## config.mk

```make
export PLATFORM = sky130hd
export DESIGN_NAME = cbc_stage
export DESIGN_NICKNAME = d
export VERILOG_FILES = /design/src/hw/rtl/cbc_pkg.sv /design/src/hw/rtl/cbc_stage.sv
export SDC_FILE = /design/constraint.sdc
export NUM_CORES = 1
export LEC_CHECK = 0
export BUFFER_PORTS_ARGS = -buffer_cell sky130_fd_sc_hd__buf_4
export CAP_MARGIN = 20
export CORE_AREA = 2 2 243 245
export DETAILED_ROUTE_END_ITERATION = 16
export DIE_AREA = 0 0 245 247
export GPL_TIMING_DRIVEN = 0
export HOLD_SLACK_MARGIN = 0.1
export PLACE_DENSITY_LB_ADDON = 0.2
export RECOVER_POWER = 25
export SLEW_MARGIN = 10
export SYNTH_ARGS = -nofsm -noshare
export SYNTH_HDL_FRONTEND = slang
export SYNTH_SLANG_ARGS = --single-unit
```

## constraint.sdc

```tcl
create_clock -name i_clk -period 26 [get_ports i_clk]
set_input_delay 5.2 -clock i_clk [delete_from_list [all_inputs] [get_ports i_clk]]
set_output_delay 5.2 -clock i_clk [all_outputs]
set_load 0.005 [all_outputs]
```

## src/hw/rtl/cbc_pkg.sv

```systemverilog
`default_nettype none

package cbc_pkg;

    localparam int FRAC_BITS = 16;
    localparam int MAX_TERMS = 16;

    localparam int VAL_W     = FRAC_BITS + 2;
    localparam int PROD_W    = 2 * VAL_W;
    localparam int SH_W      = VAL_W + 3;
    localparam int DIF_W     = VAL_W + 4;
    localparam int IDX_W     = (MAX_TERMS > 1) ? $clog2(MAX_TERMS) : 1;
    localparam int COUNT_W   = 5;
    localparam int OUT_IDX_W = 4;
    localparam int NUM_STG   = MAX_TERMS - 2;

    localparam logic [COUNT_W-1:0] COUNT_RESET = COUNT_W'(16);

    typedef logic signed [VAL_W-1:0] t_value;
    typedef t_value t_hist [MAX_TERMS];

    localparam t_value ONE     = t_value'(1 << FRAC_BITS);
    localparam t_value NEG_ONE = -ONE;

    // Saturates a recurrence difference to the unit interval.
    function automatic t_value clamp_unit(input logic signed [DIF_W-1:0] v);
        logic signed [DIF_W-1:0] hi;
        logic signed [DIF_W-1:0] lo;
        hi = DIF_W'(ONE);
        lo = -hi;
        if (v > hi) begin
            return ONE;
        end else if (v < lo) begin
            return NEG_ONE;
        end
        return VAL_W'(v);
    endfunction

endpackage

`default_nettype wire

```

## src/hw/rtl/cbc_stage.sv

```systemverilog
`default_nettype none

// One recurrence step. The newest term sits at index 0 of the history; the
// stage computes the next term from the two newest and shifts it in.
module cbc_stage (
    input  wire logic            i_clk,
    input  wire logic            i_rst_n,
    input  wire logic            i_en,
    input  wire logic            i_valid,
    input  wire cbc_pkg::t_value i_x,
    input  wire cbc_pkg::t_hist  i_hist,
    output logic                 o_valid,
    output cbc_pkg::t_value      o_x,
    output cbc_pkg::t_hist       o_hist
);

    logic signed [cbc_pkg::PROD_W-1:0] w_prod;
    logic signed [cbc_pkg::SH_W-1:0]   w_shift;
    logic signed [cbc_pkg::DIF_W-1:0]  w_diff;
    cbc_pkg::t_value                   n_term;

    logic            r_valid;
    cbc_pkg::t_value r_x;
    cbc_pkg::t_hist  r_hist;

    always_comb begin
        w_prod  = cbc_pkg::PROD_W'(i_x) * cbc_pkg::PROD_W'(i_hist[0]);
        // The factor two folds into a shift one bit shorter; >>> floors.
        w_shift = cbc_pkg::SH_W'(w_prod >>> (cbc_pkg::FRAC_BITS - 1));
        w_diff  = cbc_pkg::DIF_W'(w_shift) - cbc_pkg::DIF_W'(i_hist[1]);
        n_term  = cbc_pkg::clamp_unit(w_diff);
    end

    always_ff @(posedge i_clk) begin
        if (!i_rst_n) begin
            r_valid <= 1'b0;
        end else if (i_en) begin
            r_valid <= i_valid;
        end
    end

    always_ff @(posedge i_clk) begin
        if (i_en) begin
            r_x       <= i_x;
            r_hist[0] <= n_term;
            for (int i = 1; i < cbc_pkg::MAX_TERMS; i++) begin
                r_hist[i] <= i_hist[i-1];
            end
        end
    end

    assign o_valid = r_valid;
    assign o_x     = r_x;
    assign o_hist  = r_hist;

endmodule

`default_nettype wire

```

Word-level counts from Yosys, hierarchy flattened
Index checks and enable logic that the tools add are counted.
{"block": "word_totals", "reg_bits": 307, "out_inout_bits": 307, "word_cells": 27}
{"block": "classes", "n_addsub": 1, "n_mul": 1, "magnitude_cmp": 2, "mux": 5}
{"cell": "$mux 18", "count": 3}
{"cell": "$mul 18x18->36", "count": 1}
{"cell": "$gt 22x18->1 const B", "count": 1}
{"cell": "$lt 22x17->1 const B", "count": 1}
{"cell": "$sub 21x18->22", "count": 1}
{"cell": "$mux 1", "count": 2}

Logic depth before layout (Yosys ltp)
{"block": "logic_depth", "depth_word": 6, "depth_mapped": 35}

Worst setup path after synthesis
OpenSTA, ideal clock, no wires.
{"block": "synth_timing", "path_type": "in2reg", "start": "input port i_x[17]", "end": "register r_hist (netlist bit o_hist[280]), data pin", "setup_ps": 145, "arrival_time_ps": 13225, "required_ps": 25855, "path_slack_ps": 12630, "cell_stages": 33, "n_path_buf": 4, "path_cell_list": "clkbuf_1 -> clkbuf_1 -> nand2_1 -> inv_1 -> fa_1 -> fa_1 -> inv_1 -> fa_1 -> fa_1 -> inv_1 -> fa_1 -> inv_1 -> fa_1 -> inv_1 -> ha_1 -> nand2_1 -> or4_1 -> nand3_1 -> a31oi_1 -> o41ai_1 -> a21oi_1 -> xnor2_1 -> ha_1 -> buf_2 -> nand3_1 -> or3b_1 -> a211oi_1 -> a211oi_1 -> or4_4 -> nor4b_4 -> buf_4 -> nand2_1 -> o21ai_1"}
{"block": "synth_via", "elab_chain_cells": 6, "word_cells_on_any_way": 8, "classes_between": "add/sub (1); mul (1); order compare (2); mux (4)"}
{"item": "start: declaration", "line": "cbc_stage.sv:10", "rtl": "input wire cbc_pkg::t_value i_x,"}
{"item": "$mul 18x18->36 *", "line": "cbc_stage.sv:27", "rtl": "w_prod = cbc_pkg::PROD_W'(i_x) * cbc_pkg::PROD_W'(i_hist[0]);"}
{"item": "$sub 21x18->22 *", "line": "cbc_stage.sv:30", "rtl": "w_diff = cbc_pkg::DIF_W'(w_shift) - cbc_pkg::DIF_W'(i_hist[1]);"}
{"item": "$lt 22x17->1", "line": "cbc_pkg.sv:33", "rtl": "end else if (v < lo) begin"}
{"item": "$mux 1", "line": "cbc_pkg.sv:33"}
{"item": "$mux 1", "line": "cbc_pkg.sv:31", "rtl": "if (v > hi) begin"}
{"item": "$mux 18 *", "line": "cbc_pkg.sv:36", "rtl": "return VAL_W'(v);"}
{"item": "end signal: indexed assignment", "line": "cbc_stage.sv:47", "rtl": "r_hist[i] <= i_hist[i-1];"}
{"item": "end: declaration", "line": "cbc_stage.sv:24", "rtl": "cbc_pkg::t_hist r_hist;"}
Mark *: on every way between the ends. The rest lies on a longest branch, timed or not.
A chain may end at the register's enable or synchronous reset.

Final worst setup path
{"block": "layout_timing", "start": "input port i_hist[279] (netlist name)", "end": "register r_hist (netlist bit o_hist[281]), data pin"}
{"block": "layout_via", "elab_chain_cells": 6, "word_cells_on_any_way": 8, "classes_between": "add/sub (1); mul (1); order compare (2); mux (4)"}
{"item": "start: declaration", "line": "cbc_stage.sv:11", "rtl": "input wire cbc_pkg::t_hist i_hist,"}
{"item": "$mul 18x18->36 *", "line": "cbc_stage.sv:27"}
{"item": "$sub 21x18->22 *", "line": "cbc_stage.sv:30"}
{"item": "$lt 22x17->1", "line": "cbc_pkg.sv:33"}
{"item": "$mux 1", "line": "cbc_pkg.sv:33"}
{"item": "$mux 1", "line": "cbc_pkg.sv:31"}
{"item": "$mux 18 *", "line": "cbc_pkg.sv:36"}
Marks and branches as above.

==> flow_metrics.py <==
metrics = {
    "run_status": {
        "status": "finished, final reports clean",
    },
    "setup_path": {
        "cp_data_required_time_ns": 26.40,
        "timing.rr.end": "o_valid",
        "critPathSlowestCell": "or4_1",
        "crit_arrival_ns": 14.98,
        "path_max_fanout": 10,
        "path_common_cell": "fa_1",
        "reg2reg_slack_ns": 25.38,
        "rr_startpoint": "o_valid",
        "start_kind": "primary input",
        "rr_worst_depth": 2,
        "path_class": "primary input to register",
        "crit_path_end_kind": "register",
        "critPathMaxStageDelay_ns": 0.59,
    },
    "routing": {
        "wl_mm": 89.4,
        "viasPerCell": 5.00,
        "drcViolationCount": 0,
        "drt_iter0_drc": 1127,
        "ant_nets": 0,
        "via_count": 16300,
        "drt_first_pass_iters": 7,
        "routedWlPerCell_microns": 27.5,
    },
    "global_routing": {
        "track_usage": 0.294,
        "grt_pass1_vias": 16100,
        "grt_max_degree": 121,
        "grt_antenna_before_repair": 37,
        "grt_pass1_wl_mm": 122,
        "grt_overflow": 0,
    },
    "logic_synthesis": {
        "synth_common_cells": "374 x inv_1, 329 x fa_1, 306 x edfxtp_1",
        "synthArstFlopShare": 0,
        "synthSimpleGateAreaFrac": 0.102,
        "synth_top_family_by_area": "adder cells",
        "synth_top_cell_area_share": 0.412,
        "synth_nets": 2547,
        "synth_edf_count": 306,
        "muxShareOfSynthArea": 0.000449,
        "avgSynthCellArea_sq_um": 12.4,
        "synth_area_sq_um": 22300,
        "synth_seq_area_share": 0.413,
        "synth_area_leaders": "edfxtp_1 41%, fa_1 30%, inv_1 6.3%",
        "syn_inst": 1799,
        "synth-xor-area-share": 0.0177,
        "synth-seq-cells": 307,
        "yosysTopAreaCell": "edfxtp_1",
        "synthAdderAreaFrac": 0.357,
        "yosysWarnings": 0,
        "synth.most_common_cell": "inv_1",
        "synth_compound_area_frac": 0.0384,
        "synth-main-ff-cell": "edfxtp_1",
        "synth_cell_type_count": 59,
    },
    "clock_network": {
        "clk_pin_slew_worst_paths_ns": 0.06,
        "cts_buffers": 38,
        "root_buffer": "clkbuf_16",
        "insertion_delay_ns": 0.55,
        "hold_buffers": 0,
        "clock_sinks": 307,
        "h-tree-depth": 2,
        "ctsResizeCount": 0,
        "cts_tree": "yes",
        "post_cts_buffers": 0,
        "cts_buffer_depth": 3,
    },
    "floorplanning": {
        "die_x_microns": 245,
        "core-area_sq_um": 58200,
        "die_h_microns": 247,
        "design.die.area_sq_um": 60500,
        "io_pins": 617,
        "fp-row-count": 89,
        "initial_core_util": 0.383,
    },
    "sta": {
        "skew_ns": 0,
        "setup_viol": 0,
        "finalHoldViolations": 0,
        "final-max-slew-violation-count": 0,
        "fin_ws_ns": 11.42,
        "fin_tns_setup_ns": 0,
        "slew_headroom": 0.361,
        "rsz0062_at_grt": "false",
        "min_period_over_period": 0.561,
        "max_clock_freq_mhz": 68.6,
        "tightest_slew_ns": 0.958,
        "period_needed_ns": 14.58,
    },
    "placement": {
        "port_buffers": 598,
        "dp_cells": 3172,
        "place_congestion": 0.967,
        "place_ws_ns": 11.01,
        "place_hpwl_mm": 76.0,
    },
    "final_layout": {
        "syn_to_final_growth_pct": 30.2,
        "drive_above_1_share": 0.265,
        "stdcell_count": 3256,
        "fillers": 5254,
        "fin_nets": 3187,
    },
    "hold_path": {
        "min_from": "o_valid",
        "hold_class": "register to register",
        "hold_depth": 2,
        "min_to": "o_valid",
    },
    "job": {
        "cap_violations": 0,
    },
}
==> kinds of logic after synthesis <==
family	after synthesis
AOI/OAI and AO/OA	133
muxes	1
adders and majority gates	438
DFF	307
and+or+nand+nor	452
xor gates and xnor gates	45
buffers and inverters	423
==> registers in the layout, summed over array words and instances, names as in the netlist <==
name,count
o_x,18
o_hist,288
o_valid,1
==> layer usage <==
layer	wire length (microns)	vias to the layer above	track usage
met1	33800	8415	0.357
met5	26	-	0
met3	5160	170	0.0456
li1	-	6989	-
met4	3490	4	0.124
met2	47000	701	0.519
==> critical path: cells and delay by family <==
| kind | cells | cell delay, ns |
|---|---|---|
| fa+ha+maj | 8 | 3.69 |
| compound gates | 7 | 1.67 |
| buf+inv | 9 | 1.65 |
| simple gates | 10 | 2.53 |
| xor+xnor | 1 | 0.23 |
==> metrics by stage <==
| stage | utilization | hold slack, ns | area, sq um |
|---|---|---|---|
| after detailed placement | 0.477 | 0.550 | 27800 |
| final | 0.498 | 0.559 | 29000 |
| after global placement | 0.476 | 0.521 | 27700 |
| after CTS | 0.499 | 0.561 | 29000 |
| after floorplan | - | 0.507 | 22300 |
| after global routing | 0.498 | 0.582 | 29000 |
==> final cells by class <==
class | count | area, sq um | area share
Antenna cell | 16 | 40.0 | 0.00138
Buffer | 49 | 194 | 0.00669
Clock buffer | 47 | 1030 | 0.0354
Clock inverter | 21 | 216 | 0.00746
Inverter | 374 | 1400 | 0.0484
Multi-Input combinational cell | 1069 | 11500 | 0.396
Sequential cell | 307 | 9210 | 0.318
Tap cell | 773 | 967 | 0.0333
Timing Repair Buffer | 600 | 4470 | 0.154
==> worst max-delay path by stage <==
stage                      from           to
detailed placement      i_x[17]  o_hist[276]
global route        i_hist[279]  o_hist[277]
CTS                     i_x[17]  o_hist[276]
floorplan               i_x[17]  o_hist[280]
global placement        i_x[17]  o_hist[280]
finish              i_hist[279]  o_hist[281]
==> cells in the final DEF (no fill, tap or decap), drive strengths merged, types with 13 or more instances in the layout <==
cell,count
o21ai,38
edfxtp,306
a21o,16
inv,378
fa,329
buf,377
a21oi,36
ha,109
clkinv,13
and2,162
nor2,45
nand2,192
xnor2,26
diode,16
xor2,19
clkbuf,319
Power is not shown: default switching activity piles up to over one toggle a cycle in this logic, so the estimate is an artifact.
