--- config.mk ---
export PLATFORM = sky130hd
export DESIGN_NAME = cbc_ser
export DESIGN_NICKNAME = d
export VERILOG_FILES = /design/src/hw/rtl/cbc_pkg.sv /design/src/hw/rtl/cbc_ser.sv
export SDC_FILE = /design/constraint.sdc
export NUM_CORES = 1
export LEC_CHECK = 0
export BUFFER_PORTS_ARGS = -buffer_cell sky130_fd_sc_hd__buf_4
export CAP_MARGIN = 5
export CORE_MARGIN = 2
export CORE_UTILIZATION = 52
export CTS_CLUSTER_SIZE = 24
export DETAILED_ROUTE_END_ITERATION = 8
export PLACE_DENSITY_LB_ADDON = 0.25
export SLEW_MARGIN = 20
export SYNTH_ARGS = -nofsm -noshare
export SYNTH_HDL_FRONTEND = slang
export SYNTH_SLANG_ARGS = --single-unit
--- constraint.sdc ---
create_clock -name i_clk -period 10.9 [get_ports i_clk]
set_clock_uncertainty 0.05 [all_clocks]
set_input_delay 2.18 -clock i_clk [delete_from_list [all_inputs] [get_ports i_clk]]
set_output_delay 2.18 -clock i_clk [all_outputs]
set_load 0.05 [all_outputs]
--- src/hw/rtl/cbc_pkg.sv ---
`default_nettype none

package cbc_pkg;

    localparam int FRAC_BITS = 16;
    localparam int MAX_TERMS = 16;

    localparam int VAL_W     = FRAC_BITS + 2;
    localparam int PROD_W    = 2 * VAL_W;
    localparam int SH_W      = VAL_W + 3;
    localparam int DIF_W     = VAL_W + 4;
    localparam int IDX_W     = (MAX_TERMS > 1) ? $clog2(MAX_TERMS) : 1;
    localparam int COUNT_W   = 5;
    localparam int OUT_IDX_W = 4;
    localparam int NUM_STG   = MAX_TERMS - 2;

    localparam logic [COUNT_W-1:0] COUNT_RESET = COUNT_W'(16);

    typedef logic signed [VAL_W-1:0] t_value;
    typedef t_value t_hist [MAX_TERMS];

    localparam t_value ONE     = t_value'(1 << FRAC_BITS);
    localparam t_value NEG_ONE = -ONE;

    // Saturates a recurrence difference to the unit interval.
    function automatic t_value clamp_unit(input logic signed [DIF_W-1:0] v);
        logic signed [DIF_W-1:0] hi;
        logic signed [DIF_W-1:0] lo;
        hi = DIF_W'(ONE);
        lo = -hi;
        if (v > hi) begin
            return ONE;
        end else if (v < lo) begin
            return NEG_ONE;
        end
        return VAL_W'(v);
    endfunction

endpackage

`default_nettype wire

--- src/hw/rtl/cbc_ser.sv ---
`default_nettype none

// Holds one sample's finished terms and hands them out one per transaction.
module cbc_ser (
    input  wire logic                             i_clk,
    input  wire logic                             i_rst_n,
    input  wire logic                             i_load_valid,
    input  wire cbc_pkg::t_hist                   i_hist,
    input  wire logic [cbc_pkg::COUNT_W-1:0]      i_count,
    output logic                                  o_ready,
    output logic                                  o_valid,
    input  wire logic                             i_stall,
    output cbc_pkg::t_value                       o_term_value,
    output logic [cbc_pkg::OUT_IDX_W-1:0]         o_term_index,
    output logic                                  o_last_term
);

    logic                      r_busy;
    logic [cbc_pkg::IDX_W-1:0] r_idx;
    logic [cbc_pkg::IDX_W-1:0] r_last;
    cbc_pkg::t_hist            r_hist;

    logic                      n_busy;
    logic [cbc_pkg::IDX_W-1:0] n_idx;
    logic [cbc_pkg::IDX_W-1:0] n_last;
    logic                      w_load;
    logic                      w_at_last;
    int                        w_num;

    always_comb begin
        w_at_last = (r_idx == r_last);
        o_ready   = !r_busy || (!i_stall && w_at_last);
        w_load    = i_load_valid && o_ready;
        w_num     = (int'(i_count) > cbc_pkg::MAX_TERMS) ? cbc_pkg::MAX_TERMS : int'(i_count);

        n_busy = r_busy;
        n_idx  = r_idx;
        n_last = r_last;
        if (w_load) begin
            n_busy = (w_num != 0);
            n_idx  = '0;
            n_last = cbc_pkg::IDX_W'(w_num - 1);
        end else if (r_busy && !i_stall) begin
            if (w_at_last) begin
                n_busy = 1'b0;
            end else begin
                n_idx = r_idx + 1'b1;
            end
        end
    end

    always_ff @(posedge i_clk) begin
        if (!i_rst_n) begin
            r_busy <= 1'b0;
        end else begin
            r_busy <= n_busy;
        end
    end

    always_ff @(posedge i_clk) begin
        r_idx  <= n_idx;
        r_last <= n_last;
        if (w_load) begin
            r_hist <= i_hist;
        end
    end

    // The oldest term, degree zero, ends up at the top of the history.
    assign o_valid      = r_busy;
    assign o_term_value = r_hist[cbc_pkg::IDX_W'(cbc_pkg::MAX_TERMS - 1) - r_idx];
    assign o_term_index = cbc_pkg::OUT_IDX_W'(r_idx);
    assign o_last_term  = w_at_last;

endmodule

`default_nettype wire

### Yosys cells after proc, flatten, opt, wreduce, memory -nomap -nowiden

Cells that the tools add are included.

| operators by class | value |
|---|---|
| magnitude comparators | 2 |
| multiplexer cells | 7 |
| add/sub/neg operators | 3 |
| equal/unequal tests | 1 |
| bitwise logic cells | 2 |
| reduce and logical (&&, ||, !) cells | 11 |

Operators by type and width:

| cell | number |
|---|---|
| $bmux W18 S4 | 1 |
| $mux W18 | 2 |
| $reduce_bool A32 Y1 | 1 |
| $ge A5 B5 Y1 const B | 1 |
| $gt A5 B5 Y1 const B | 1 |
| $mux W5 | 1 |
| $not A4 Y5 | 1 |
| $add A4 B1 Y4 const B | 1 |
| $eq A4 B4 Y1 | 1 |
| $reduce_and A2 Y1 | 2 |
| $reduce_bool A2 Y1 | 2 |
| $sub A4 B1 Y4 const B | 1 |
| $sub A4 B4 Y4 const A | 1 |
| $logic_and A1 B1 Y1 | 3 |
| $mux W1 | 3 |
| $logic_not A1 Y1 | 2 |
| $logic_or A1 B1 Y1 | 1 |
| $not A1 Y1 | 1 |

| word-level totals | value |
|---|---|
| bits of input ports | 297 |
| register bits after elaboration | 297 |
| word-level logic and storage cells | 45 |

### Longest topological paths before layout

Gate-level depths: netlist of run 1.

| logic depth | value |
|---|---|
| depth after elaboration | 6 |
| mapped depth | 7 |
| gate-level depth less buffers | 5 |

### Worst setup path before layout of run 1

Ideal clock, no wire load.

| path | value |
|---|---|
| kind | input-to-reg |
| start | in i_stall |
| end | reg r_hist[0] (netlist name) (enable) |
| arrival | 10.102 ns |
| data required time | 10.164 ns |
| stages | 2 |
| setup time | 0.686 ns |
| slack | 0.062 ns |
| cell sequence | o21ai_0 and2_1 |

| on the way | value |
|---|---|
| cells in the longest elaborated chain, start to end | 4 |

RTL lines:

| item | line | source |
|---|---|---|
| from (decl) | cbc_ser.sv:12 | `input wire logic i_stall,` |
| $logic_not A1 Y1 | cbc_ser.sv:32 | `o_ready = !r_busy \|\| (!i_stall && w_at_last);` |
| $logic_and A1 B1 Y1 | cbc_ser.sv:32 |  |
| $logic_or A1 B1 Y1 | cbc_ser.sv:32 |  |
| $logic_and A1 B1 Y1 | cbc_ser.sv:33 | `w_load = i_load_valid && o_ready;` |
| named net w_load | cbc_ser.sv:26 | `logic w_load;` |
| to (signal assigned) | cbc_ser.sv:64 | `r_hist <= i_hist;` |
| to (decl) | cbc_ser.sv:21 | `cbc_pkg::t_hist r_hist;` |

The timed path passes the listed nets, and every way through them passes these cells.
A chain may end at the register's enable or synchronous reset.

### Worst setup path in the final report of run 1

| path | value |
|---|---|
| start | reg r_idx (netlist bit o_term_index[2]) |
| end | out o_term_value[5] |

| on the way | value |
|---|---|
| cells in the longest elaborated chain, start to end | 5 |

RTL lines:

| item | line | source |
|---|---|---|
| from (decl) | cbc_ser.sv:19 | `logic [cbc_pkg::IDX_W-1:0] r_idx;` |
| from (signal assigned) | cbc_ser.sv:61 | `r_idx <= n_idx;` |
| $sub A4 B4 Y4 | cbc_ser.sv:70 | `assign o_term_value = r_hist[cbc_pkg::IDX_W'(cbc_pkg::MAX_TERMS - 1) - r_idx];` |
| $not A4 Y5 (not written as such) | cbc_ser.sv:70 |  |
| $bmux W18 S4 | cbc_ser.sv:70 |  |
| $mux W18 (not written as such) (2 in series) | cbc_ser.sv:70 |  |
| to (decl) | cbc_ser.sv:13 | `output cbc_pkg::t_value o_term_value,` |

Every way passes these cells. The select of a mux whose other input is x is not followed.

==> summary.md, run 1 <==
| Metric | Value |
|---|---|
| Routability cong. | `about 0.8` |
| Final Hold Fails | `0` |
| Synth area leaders | `edfxtp_1 (76%), mux2i_1 (7.9%), mux4_2 (5.6%)` |
| Setup TNS | `0 ns` |
| Htree depth | `1` |
| Post-CTS Setup Repair Bufs | `0` |
| Initial antenna violation count | `0` |
| DRT Wirelength | `26,600 um` |
| Critical-path top delay cell | `dfxtp_4` |
| Die area | `between 20,000 and 25,000 um2` |
| WL/cell | `roughly 22 um` |
| Comb pwr share | `about an eighth` |
| DRT Pass-1 Iters | `5` |
| Critical-path cell list | `buf_4 > mux4_2 > mux2i_1 > o21ai_0 > buf_4` |
| Outcome | `complete, no violations` |
| First-pass GRT wire length | `~39,000 um` |
| Kind of critical path | `flop to output pin` |
| Diode count | `0` |
| Tot Pwr | `approximately 2700 uW` |
| Pint | `around 2100 uW` |
| Final setup violation count | `0` |
| Most frequent cells in the layout | `buf_4 (324), edfxtp_1 (292), mux2i_1 (92)` |
| Synth Register Bits | `297` |
| Worst-skew pair later-pin latency | `0.52 ns` |
| Hold Crit Class | `flop to flop` |
| R2r worst-path depth | `5` |
| Met2 global-route usage | `a little under two fifths` |
| Post-Syn Area per Cell | `19.49 um2` |
| Synth unique cells | `36` |
| Peak supply drop | `between 0.0001 and 0.00015 V` |
| Final worst-path cycle share | `52.76%` |
| Clock Path Buffers | `3` |
| Worst-path clk slew | `0.06 ns` |
| Crit path DAT | `around 3.5 ns` |
| Met3 Resource Use GR | `around 4.1%` |
| Initial cell density of the core | `53.12%` |
| Startpoint types | `flop` |
| Post-CTS Hold Fix Bufs | `0` |
| Via/cell ratio | `~5.5` |
| Die width | `153.3 um` |
| CP most frequent cell | `buf_4` |
| Final net count | `between 1,000 and 1,500` |
| GR Util All Layers | `21.89%` |
| Post-CTS sizing | `0` |
| Ys Warns | `0` |
| Largest net degree at the start of global routing | `~150` |
| Worst Tran Pin Value | `~1.1 ns` |
| Crit end category | `output pin` |
| Grt total ovfl | `0` |
| Filler cells | `between 1,000 and 1,500` |
| Max Clk Rate | `about 0.17 GHz` |
| CP max FO | `60` |
| Final HPWL from detailed placement | `between 15,000 and 20,000 um` |
| Cell taking the most area after synthesis | `edfxtp_1` |
| Residual DRC | `0` |
| # clock sinks | `between 200 and 300` |
| Layout cells sized above 1 | `around 44%` |
| P_sw | `approximately 620 uW` |
| Max Slew Vio Count | `0` |
| Sequential power share | `between 50% and 60%` |
| ANT nets after route | `0` |
| CTS root buf | `clkbuf_16` |
| Register area share after synthesis | `76.49%` |
| Commonest non-fill, non-tap cell in the layout | `buf_4` |
| Starting DRT DRC Count | `~540` |
| Core Footprint | `21,820 um2` |
| CTS tree | `yes` |
| Max cap viols | `0` |
| Max-Slew Margin vs Limit | `approximately 29%` |
| Hold path depth | `2` |
| Die height | `153.3 um` |
| FF/Latch Area | `about 8900 um2` |
| Top cell type's share of synthesized area | `roughly three quarters` |
| IO Pins | `322` |
| Final core utilization | `69.78%` |
| RSZ-0062 raised after global routing | `false` |
| Clock share of power | `38.0%` |
| Global routing usage on met1 | `between 20 and 30%` |
| Switching share of total power | `22.55%` |
| CP Data Required Time | `8.67 ns` |
| Area Overhead vs Synth | `31.35%` |
| Post-Syn Instances | `595` |
| Post-Syn Nets | `894` |
| Multi-input gate area | `2521 um2` |
| Buffers added on ports | `around 320` |
| Minimum clock period | `about 5.8 ns` |
| Number of global-route vias before repair | `~6,900` |
| Pwr dens | `180.1 nW/um2` |
| GRT busiest layer | `met2` |
| Synthesized cell area | `around 12,000 um2` |
| Max incr delay on CP | `~0.94 ns` |
| DR vias | `roughly 6,700` |
| Core Rows | `54` |
| Static Leakage | `between 0.005 and 0.006 uW` |
| TritonCTS buffer count | `30` |
[flip-flops by register name, summed over array words and instances (netlist names)]
| name | cells |
|---|---|
| o_term_index | 4 |
| r_last | 4 |
| r_hist | 288 |
| o_valid | 1 |
[power groups by stage]
stage | clock network, uW | logic [uW] | registers, uW
after floorplan | 0 | 193 | 1400
after global placement | 0 | 329 | 1390
after detailed placement | 0 | 333 | 1400
after CTS | 1060 | 333 | 1370
after global routing | 1100 | 350 | 1380
final | 1040 | 330 | 1370
[critical path, delay by kind of cell, from the launching register on]
kind            cells  cell delay [ns]
mux                 2             0.77
compound gates      1             0.16
buf+inv             2             1.05
flops               1             0.94
[metal layers]
metal / up-vias / wire (um)
met5: - / 0
met4: 0 / 801
met3: 44 / 1914
met2: 305 / 13380
met1: 3260 / 10500
li1: 3080 / -
[per-stage QoR]
stage               hold WS (ns)  instance area, um2  setup slack (ns)  cells
floorplan                 0.6149               11590           0.06179    595
global placement          0.6584               14210             5.657   1167
detailed placement        0.6747               14210             5.678   1167
CTS                       0.6901               15230             5.099   1223
global route              0.7630               15230             4.969   1223
finish                    0.7028               15230             5.149   1223
[Yosys cell counts]
library cell / count
a21oi_2: 1
a2111oi_0: 2
nor2_2: 1
mux2_1: 1
nand4_2: 1
a21boi_0: 1
nor3b_1: 1
nand2b_1: 3
a22oi_1: 36
ha_1: 2
buf_2: 14
clkbuf_2: 2
nor2b_1: 11
and2_1: 2
nand3_1: 18
mux4_2: 29
xnor2_1: 6
a211oi_1: 5
nand2_1: 9
edfxtp_1: 292
nor2_1: 3
nand3_2: 1
a221o_1: 2
inv_1: 3
o41ai_1: 1
buf_6: 2
dfxtp_1: 5
and3_1: 6
o31ai_1: 7
a211o_1: 2
clkbuf_1: 4
o21ai_0: 17
nor3_1: 1
buf_4: 11
mux2_2: 1
mux2i_1: 92
[cells by family (layout without fill, tap and decap cells)]
group | Yosys count | in the layout | synth area share [%]
buffers and inverters | 36 | 384 | 1.824
AOI/OAI and AO/OA | 74 | 74 | 4.533
DFF | 297 | 297 | 76.49
adders and majority gates | 2 | 2 | 0.2158
xor gates and xnor gates | 6 | 6 | 0.4533
and+or+nand+nor | 57 | 57 | 2.709
muxes | 123 | 123 | 13.77
[final timing paths]
kind                endpoint             from  slack (ns)
max          o_term_value[5]  o_term_index[2]        5.15
min                  o_valid          o_valid        0.70
max reg2reg      r_hist[144]  o_term_index[1]        6.88
min reg2reg          o_valid          o_valid        0.70
[area by class of cell]
| cell class | instances | share of cell area, % |
|---|---|---|
| clock inverters | 22 | 1.495 |
| flip-flops and latches | 297 | 58.30 |
| multi-input cells | 262 | 16.56 |
| repair buffers | 325 | 16.10 |
| clock buffers | 34 | 5.168 |
| well taps | 280 | 2.301 |
| inverters | 3 | 0.07395 |
(Power assumes the default switching activity.)
==> run 2: changes to the inputs <==
--- a/config.mk
+++ b/config.mk
@@ -5,6 +5,7 @@
 export SDC_FILE = /design/constraint.sdc
 export NUM_CORES = 1
 export LEC_CHECK = 0
+export ABC_AREA = 1
 export BUFFER_PORTS_ARGS = -buffer_cell sky130_fd_sc_hd__buf_4
 export CAP_MARGIN = 5
 export CORE_MARGIN = 2
==> constraint.sdc (replaced) <==
create_clock -name i_clk -period 5.9 [get_ports i_clk]
set_clock_uncertainty 0.05 [all_clocks]
set_input_delay 1.18 -clock i_clk [delete_from_list [all_inputs] [get_ports i_clk]]
set_output_delay 1.18 -clock i_clk [all_outputs]
set_load 0.05 [all_outputs]
==> run 2 against run 1 <==
  * First-iteration DRC count up 7.5%
  * Sequential share of layout area down 0.42 points
  * Final cell count up 28%
  * Critical path type unchanged
  * Hold slack worse by 0.13 ns
  * Via count up 27%
  * Flip-flop and latch count unchanged
  * Critical path depth up 3
  * Routed wire length up 16%
  * Largest power group unchanged
==> summary.md, run 2 <==
| Metric | Value |
|---|---|
| Outcome | `complete, no violations` |
| Max cap viols | `0 (unchanged)` |
| Post-Syn Area per Cell | `12.44 um2 (-36%)` |
| Peak supply drop | `0.0002256 V (+110%)` |
| RSZ-0062 raised after global routing | `false` |
| Post-Syn Instances | `948 (+59%)` |
| Initial antenna violation count | `0 (unchanged)` |
| CP Data Required Time | `4.67 ns (-4.00 ns)` |
| Cell taking the most area after synthesis | `edfxtp_1` |
| Initial cell density of the core | `52.59% (-0.54 points)` |
| CTS tree | `yes` |
| WL/cell | `19.76 um (-9.1%)` |
| Top cell type's share of synthesized area | `74.32% (-1.3 points)` |
| Residual DRC | `0 (unchanged)` |
| Area Overhead vs Synth | `29.96%` |
| Die area | `23,910 um2 (+1.7%)` |
| R2R Setup Slk | `1.92 ns (-4.96 ns)` |
| Worst Tran Pin Value | `1.012 ns (-0.05625 ns)` |
| Most frequent cells after synthesis | `edfxtp_1 (292), nand2_1 (212), nor2_1 (114), o21ai_0 (66), o21ai_1 (61)` |
| Top-count cell post-synth | `edfxtp_1` |
| Worst-skew pair later-pin latency | `0.55 ns (+0.03 ns)` |
| Worst-path clk slew | `0.06 ns (about the same)` |
| TritonCTS buffer count | `30 (unchanged)` |
| Max Slew Vio Count | `0 (unchanged)` |
| Routability cong. | `0.8202 (+2.6%)` |
| Buffers added on ports | `321 (unchanged)` |
| Commonest non-fill, non-tap cell in the layout | `buf_4` |
| DRT Pass-1 Iters | `5 (unchanged)` |
| First-pass GRT wire length | `45,350 um (+17%)` |
| Post-Syn Nets | `1,247 (+39%)` |
| Final worst-path cycle share | `76.88%` |
| # clock sinks | `297 (unchanged)` |
| Starting DRT DRC Count | `576 (+7.5%)` |
| DRT Wirelength | `30,930 um (+16%)` |
| FF/Latch Area | `8875 um2 (about the same)` |
| Tot Pwr | `4979 uW (+81%)` |
| Post-CTS Hold Fix Bufs | `0 (unchanged)` |
| Ys flop type | `edfxtp_1` |
| Most frequent cells in the layout | `buf_4 (329), edfxtp_1 (292), nand2_1 (212)` |
| Diode count | `0 (unchanged)` |
| Multi-input gate area | `2586 um2 (+2.6%)` |
| Synth unique cells | `27 (-25%)` |
| Via/cell ratio | `5.435 (-0.64%)` |
| Final net count | `1,557 (+28%)` |
| Grt total ovfl | `0 (unchanged)` |
| Hold Crit Class | `flop to flop` |
| Synth Register Bits | `297 (unchanged)` |
| Clock Path Buffers | `3 (unchanged)` |
| Pwr dens | `324.7 nW/um2 (+80%)` |
| Final setup violation count | `0 (unchanged)` |
| Final Hold Fails | `0 (unchanged)` |
| Final HPWL from detailed placement | `21,140 um (+16%)` |
| Largest Register | `r_hist` |
| Minimum clock period | `about 4.5 ns` |
| Max-Slew Margin vs Limit | `32.52% (+3.8 points)` |
| Number of global-route vias before repair | `8,393 (+21%)` |
| Htree depth | `1 (unchanged)` |
| Number of flip-flops in the largest register | `288 (unchanged)` |
| Static Leakage | `0.006134 uW (+11%)` |
| Layout cells sized above 1 | `30.08% (-14 points)` |
| Startpoint types | `flop` |
| CP max FO | `97 (+62%)` |
| Post-CTS sizing | `0 (unchanged)` |
| Max Clk Rate | `between 0.2 and 0.25 GHz` |
| Kind of critical path | `flop to output pin` |
| Synthesized cell area | `11,800 um2 (+1.8%)` |
| Crit end category | `output pin` |
| Die width | `154.6 um (+0.85%)` |
| Crit path DAT | `3.31 ns (-0.21 ns)` |
| Setup TNS | `0 ns (unchanged)` |
| EDFF count, synth | `292 (unchanged)` |
| CTS root buf | `clkbuf_16` |
| Asr flop ratio synth | `0% (unchanged)` |
| Core Rows | `55 (+1.9%)` |
| Core Footprint | `22,430 um2 (+2.8%)` |
| Largest net degree at the start of global routing | `98 (-33%)` |
| Register area share after synthesis | `75.17% (-1.3 points)` |
| Synth area leaders | `edfxtp_1 (74%), nand2_1 (6.7%), nor2_1 (3.6%)` |
| ANT nets after route | `0 (unchanged)` |
| Filler cells | `1,601 (+10%)` |
| Ys Warns | `0 (unchanged)` |
| DR vias | `8,505 (+27%)` |
| Post-CTS Setup Repair Bufs | `0 (unchanged)` |
| IO Pins | `322 (unchanged)` |
| Die height | `154.6 um (+0.85%)` |
| GR Util All Layers | `25.21% (+3.3 points)` |
-- run 2: logic make-up (layout without fill, tap and decap cells) --
group           after synthesis  after routing  share of synthesized area [%]
compound gates              201            201                          8.856
xor+xnor                      2              2                         0.1485
fa+ha+maj                     2              2                         0.2121
buf+inv                      72            404                          3.150
flops                       297            297                          75.17
simple gates                374            374                          12.46
-- run 2: power breakdown --
| group | switching [uW] | internal [uW] | total, uW |
|---|---|---|---|
| Sequential | 51.1 | 2470 | 2530 |
| Clock | 750 | 995 | 1750 |
| Combinational | 444 | 263 | 708 |
| Total | 1250 | 3730 | 4980 |
-- run 2: metrics by stage --
stage          instances  hold WS (ns)  cell area, um2  worst slack (ns)  util, %
2_1_floorplan        948        0.7648           11840           -0.7281        -
3_5_place_dp        1511        0.5591           14430             1.873    64.32
5_1_grt             1565        0.6010           15330             1.168    68.34
6_report            1565        0.5728           15330             1.364    68.34
3_3_place_gp        1511        0.5506           14430             1.985    64.32
4_1_cts             1565        0.5672           15330             1.380    68.34
-- run 2: path summary, 6_finish.rpt --
path	from	endpoint	depth (start not counted)
hold reg to reg	o_valid	o_valid	2
setup / recovery	o_term_index[0]	o_term_value[2]	8
hold / removal	o_valid	o_valid	2
setup reg to reg	o_term_index[3]	r_hist[101]	7
-- run 2: critical path, stage by stage, from the launching register on --
cell	delay, ns
dfxtp_4	0.74
buf_4	0.84
nand2_1	0.11
nand3_1	0.13
nand2_1	0.05
a21oi_1	0.30
o21ai_1	0.17
nand2_1	0.10
buf_4	0.20
-- run 2: metal layers --
layer	GRT usage (%)	up-vias	wire length, um
met5	0	-	0
met4	9.877	0	1247
met3	5.968	70	2519
met2	43.79	383	15640
met1	30.66	4061	11530
li1	-	3991	-
-- run 2: area by class of cell --
type / count / share of cell area [%]
flip-flops and latches: 297 / 57.88
inverters: 18 / 0.5386
clock buffers: 37 / 5.206
clock inverters: 17 / 0.6773
repair buffers: 332 / 16.50
well taps: 285 / 2.326
multi-input cells: 579 / 16.87
==> run 3: changes to the inputs <==
--- a/config.mk
+++ b/config.mk
@@ -5,11 +5,11 @@
 export SDC_FILE = /design/constraint.sdc
 export NUM_CORES = 1
 export LEC_CHECK = 0
-export ABC_AREA = 1
+export ABC_AREA = 0
 export BUFFER_PORTS_ARGS = -buffer_cell sky130_fd_sc_hd__buf_4
 export CAP_MARGIN = 5
 export CORE_MARGIN = 2
-export CORE_UTILIZATION = 52
+export CORE_UTILIZATION = 47
 export CTS_CLUSTER_SIZE = 24
 export DETAILED_ROUTE_END_ITERATION = 8
 export PLACE_DENSITY_LB_ADDON = 0.25
==> constraint.sdc (replaced) <==
create_clock -name i_clk -period 3.8 [get_ports i_clk]
set_clock_uncertainty 0.05 [all_clocks]
set_input_delay 0.76 -clock i_clk [delete_from_list [all_inputs] [get_ports i_clk]]
set_output_delay 0.76 -clock i_clk [all_outputs]
set_load 0.05 [all_outputs]
==> run 3 against run 2 <==
  * Register-to-register slack worse by 1.0 ns
  * Final cell count is 18% lower
  * Sequential share of layout area is 1.1 points lower
  * Routed wire length is 11% lower
  * First-iteration DRC count is 11% lower
  * Critical path type unchanged
==> summary.md, run 3 (synthesis gave the netlist of run 1 again) <==
| Metric | Value |
|---|---|
| Outcome | `complete, no violations` |
| Core Footprint | `24,250 um2 (+8.1%)` |
| Final net count | `1,239 (-20%)` |
| Worst-skew pair later-pin latency | `0.51 ns (-0.04 ns)` |
| Final core utilization | `64.47% (-3.9 points)` |
| Grt total ovfl | `0 (unchanged)` |
| Most frequent cells in the layout | `buf_4 (332), edfxtp_1 (292), mux2i_1 (92)` |
| Largest net degree at the start of global routing | `65 (-34%)` |
| IO Pins | `322 (unchanged)` |
| Minimum clock period | `around 3.5 ns` |
| Routability cong. | `0.8403 (+2.5%)` |
| Die area | `25,940 um2 (+8.5%)` |
| WL/cell | `21.27 um (+7.6%)` |
| Buffers added on ports | `321 (unchanged)` |
| Number of global-route vias before repair | `7,078 (-16%)` |
| Crit path DAT | `2.67 ns (-0.64 ns)` |
| Final setup violation count | `0 (unchanged)` |
| Worst Tran Pin Value | `0.7948 ns (-0.2175 ns)` |
| Initial antenna violation count | `0 (unchanged)` |
| First-pass GRT wire length | `40,430 um (-11%)` |
| Crit end category | `output pin` |
| Max cap viols | `0 (unchanged)` |
| Met2 global-route usage | `36.38% (-7.4 points)` |
| Final worst-path cycle share | `91.57%` |
| GRT busiest layer | `met2` |
| Switching share of total power | `23.10% (-1.9 points)` |
| Initial cell density of the core | `47.81% (-4.8 points)` |
| Die height | `161.1 um (+4.2%)` |
| DR vias | `6,718 (-21%)` |
| Setup TNS | `0 ns (unchanged)` |
| Kind of critical path | `flop to output pin` |
| DRT Pass-1 Iters | `6 (+1)` |
| P_sw | `1857 uW (+49%)` |
| GR Util All Layers | `21.17% (-4.0 points)` |
| ANT nets after route | `0 (unchanged)` |
| Largest Register | `r_hist` |
| Clock share of power | `38.7% (+3.6 points)` |
| Finished Cell Area | `15,630 um2 (+2.0%)` |
| CTS root buf | `clkbuf_16` |
| Startpoint types | `flop` |
| Post-CTS Setup Repair Bufs | `0 (unchanged)` |
| Pwr dens | `514.3 nW/um2 (+58%)` |
| Clock Path Buffers | `3 (unchanged)` |
| Final Hold Fails | `0 (unchanged)` |
| Max Slew Vio Count | `0 (unchanged)` |
| Post-DP Area | `14,560 um2 (+0.88%)` |
| CTS tree | `yes` |
| Post-CTS sizing | `0 (unchanged)` |
| Via/cell ratio | `5.212 (-4.1%)` |
| Starting DRT DRC Count | `514 (-11%)` |
| Static Leakage | `0.005687 uW (-7.3%)` |
| RSZ-0062 raised after global routing | `false` |
| Number of flip-flops in the largest register | `288 (unchanged)` |
| Peak supply drop | `0.0003825 V (+69%)` |
| Final HPWL from detailed placement | `19,530 um (-7.6%)` |
| Die width | `161.1 um (+4.2%)` |
| TritonCTS buffer count | `34 (+13%)` |
| Pint | `6183 uW (+66%)` |
| Core Rows | `57 (+3.6%)` |
| R2R Setup Slk | `0.92 ns (-1.00 ns)` |
| Htree depth | `2 (+1)` |
| Layout cells sized above 1 | `45.28% (+15 points)` |
| Commonest non-fill, non-tap cell in the layout | `buf_4` |
| Area Overhead vs Synth | `34.85%` |
| DRT Wirelength | `27,410 um (-11%)` |
| Worst-path clk slew | `0.06 ns (about the same)` |
| Max-Slew Margin vs Limit | `47.02% (+14 points)` |
| Max Clk Rate | `about 0.29 GHz` |
| Hold Crit Class | `input port to flop` |
| # clock sinks | `297 (unchanged)` |
| Global routing usage on met1 | `26.67% (-4.0 points)` |
| Sequential power share | `48.9% (-1.8 points)` |
| Diode count | `0 (unchanged)` |
| Met3 Resource Use GR | `4.905% (-1.1 points)` |
| CP Data Required Time | `2.99 ns (-1.68 ns)` |
| Comb pwr share | `12.4% (-1.8 points)` |
| CP max FO | `44 (-55%)` |
| Post-CTS Hold Fix Bufs | `0 (unchanged)` |
| Residual DRC | `0 (unchanged)` |
-- run 3: cell types whose count changed in the layout (fill, tap and decap cells not counted), moves of 50 or more --
| cell | before | now |
|---|---|---|
| o21ai_0 | 66 | 16 |
| o21ai_1 | 61 | 0 |
| nor2_1 | 114 | 3 |
| a21oi_1 | 54 | 0 |
| mux2i_1 | 0 | 92 |
| nand2_1 | 212 | 9 |
-- run 3: per-stage QoR --
step | total power (uW) | hold WS (ns) | std cells | setup slack (ns)
6_report | 8041 | 0.3764 | 1289 | 0.3205
3_3_place_gp | 4992 | 0.6541 | 1228 | 0.9197
4_1_cts | 8117 | 0.3565 | 1289 | 0.3128
3_5_place_dp | 5007 | 0.6585 | 1228 | 0.8768
5_1_grt | 8318 | 0.3526 | 1289 | 0.2225
2_1_floorplan | 4537 | 0.6401 | 595 | -0.1498
-- run 3: path summary, 6_finish.rpt --
| check | startpoint | endpoint | cells after the start |
|---|---|---|---|
| max | o_term_index[2] | o_term_value[2] | 6 |
| max reg2reg | o_term_index[2] | r_hist[213] | 6 |
| min reg2reg | o_valid | o_valid | 2 |
| min | i_hist[79] | r_hist[79] | 1 |
-- run 3: metal layers --
| layer | up-vias | part of all wire, % |
|---|---|---|
| met4 | 0 | 2.9 |
| met2 | 290 | 52 |
| met5 | - | 0 |
| met1 | 3250 | 38 |
| li1 | 3128 | - |
| met3 | 50 | 7.7 |
-- run 3: power by group through the flow --
stage	clock, uW	combinational [uW]	sequential [uW]
5_1_grt	3300	1060	3950
3_3_place_gp	0	993	4000
4_1_cts	3170	1010	3940
3_5_place_dp	0	1000	4000
2_1_floorplan	0	567	3970
6_report	3110	997	3930
-- run 3: area by class of cell --
cell class | instances | area (um2)
Clock buffer | 43 | 884.6
Clock inverter | 18 | 191.4
Fill cell | 1774 | 8615
Inverter | 3 | 11.26
Multi-Input combinational cell | 262 | 2567
Sequential cell | 297 | 8881
Tap cell | 324 | 405.4
Timing Repair Buffer | 342 | 2693
-- run 3: critical path, cell delays in order (launching register included) --
cell	delay [ns]
dfxtp_4	0.84
buf_12	0.29
mux2i_1	0.10
a22oi_1	0.29
nand3_1	0.17
o21ai_0	0.15
buf_4	0.24
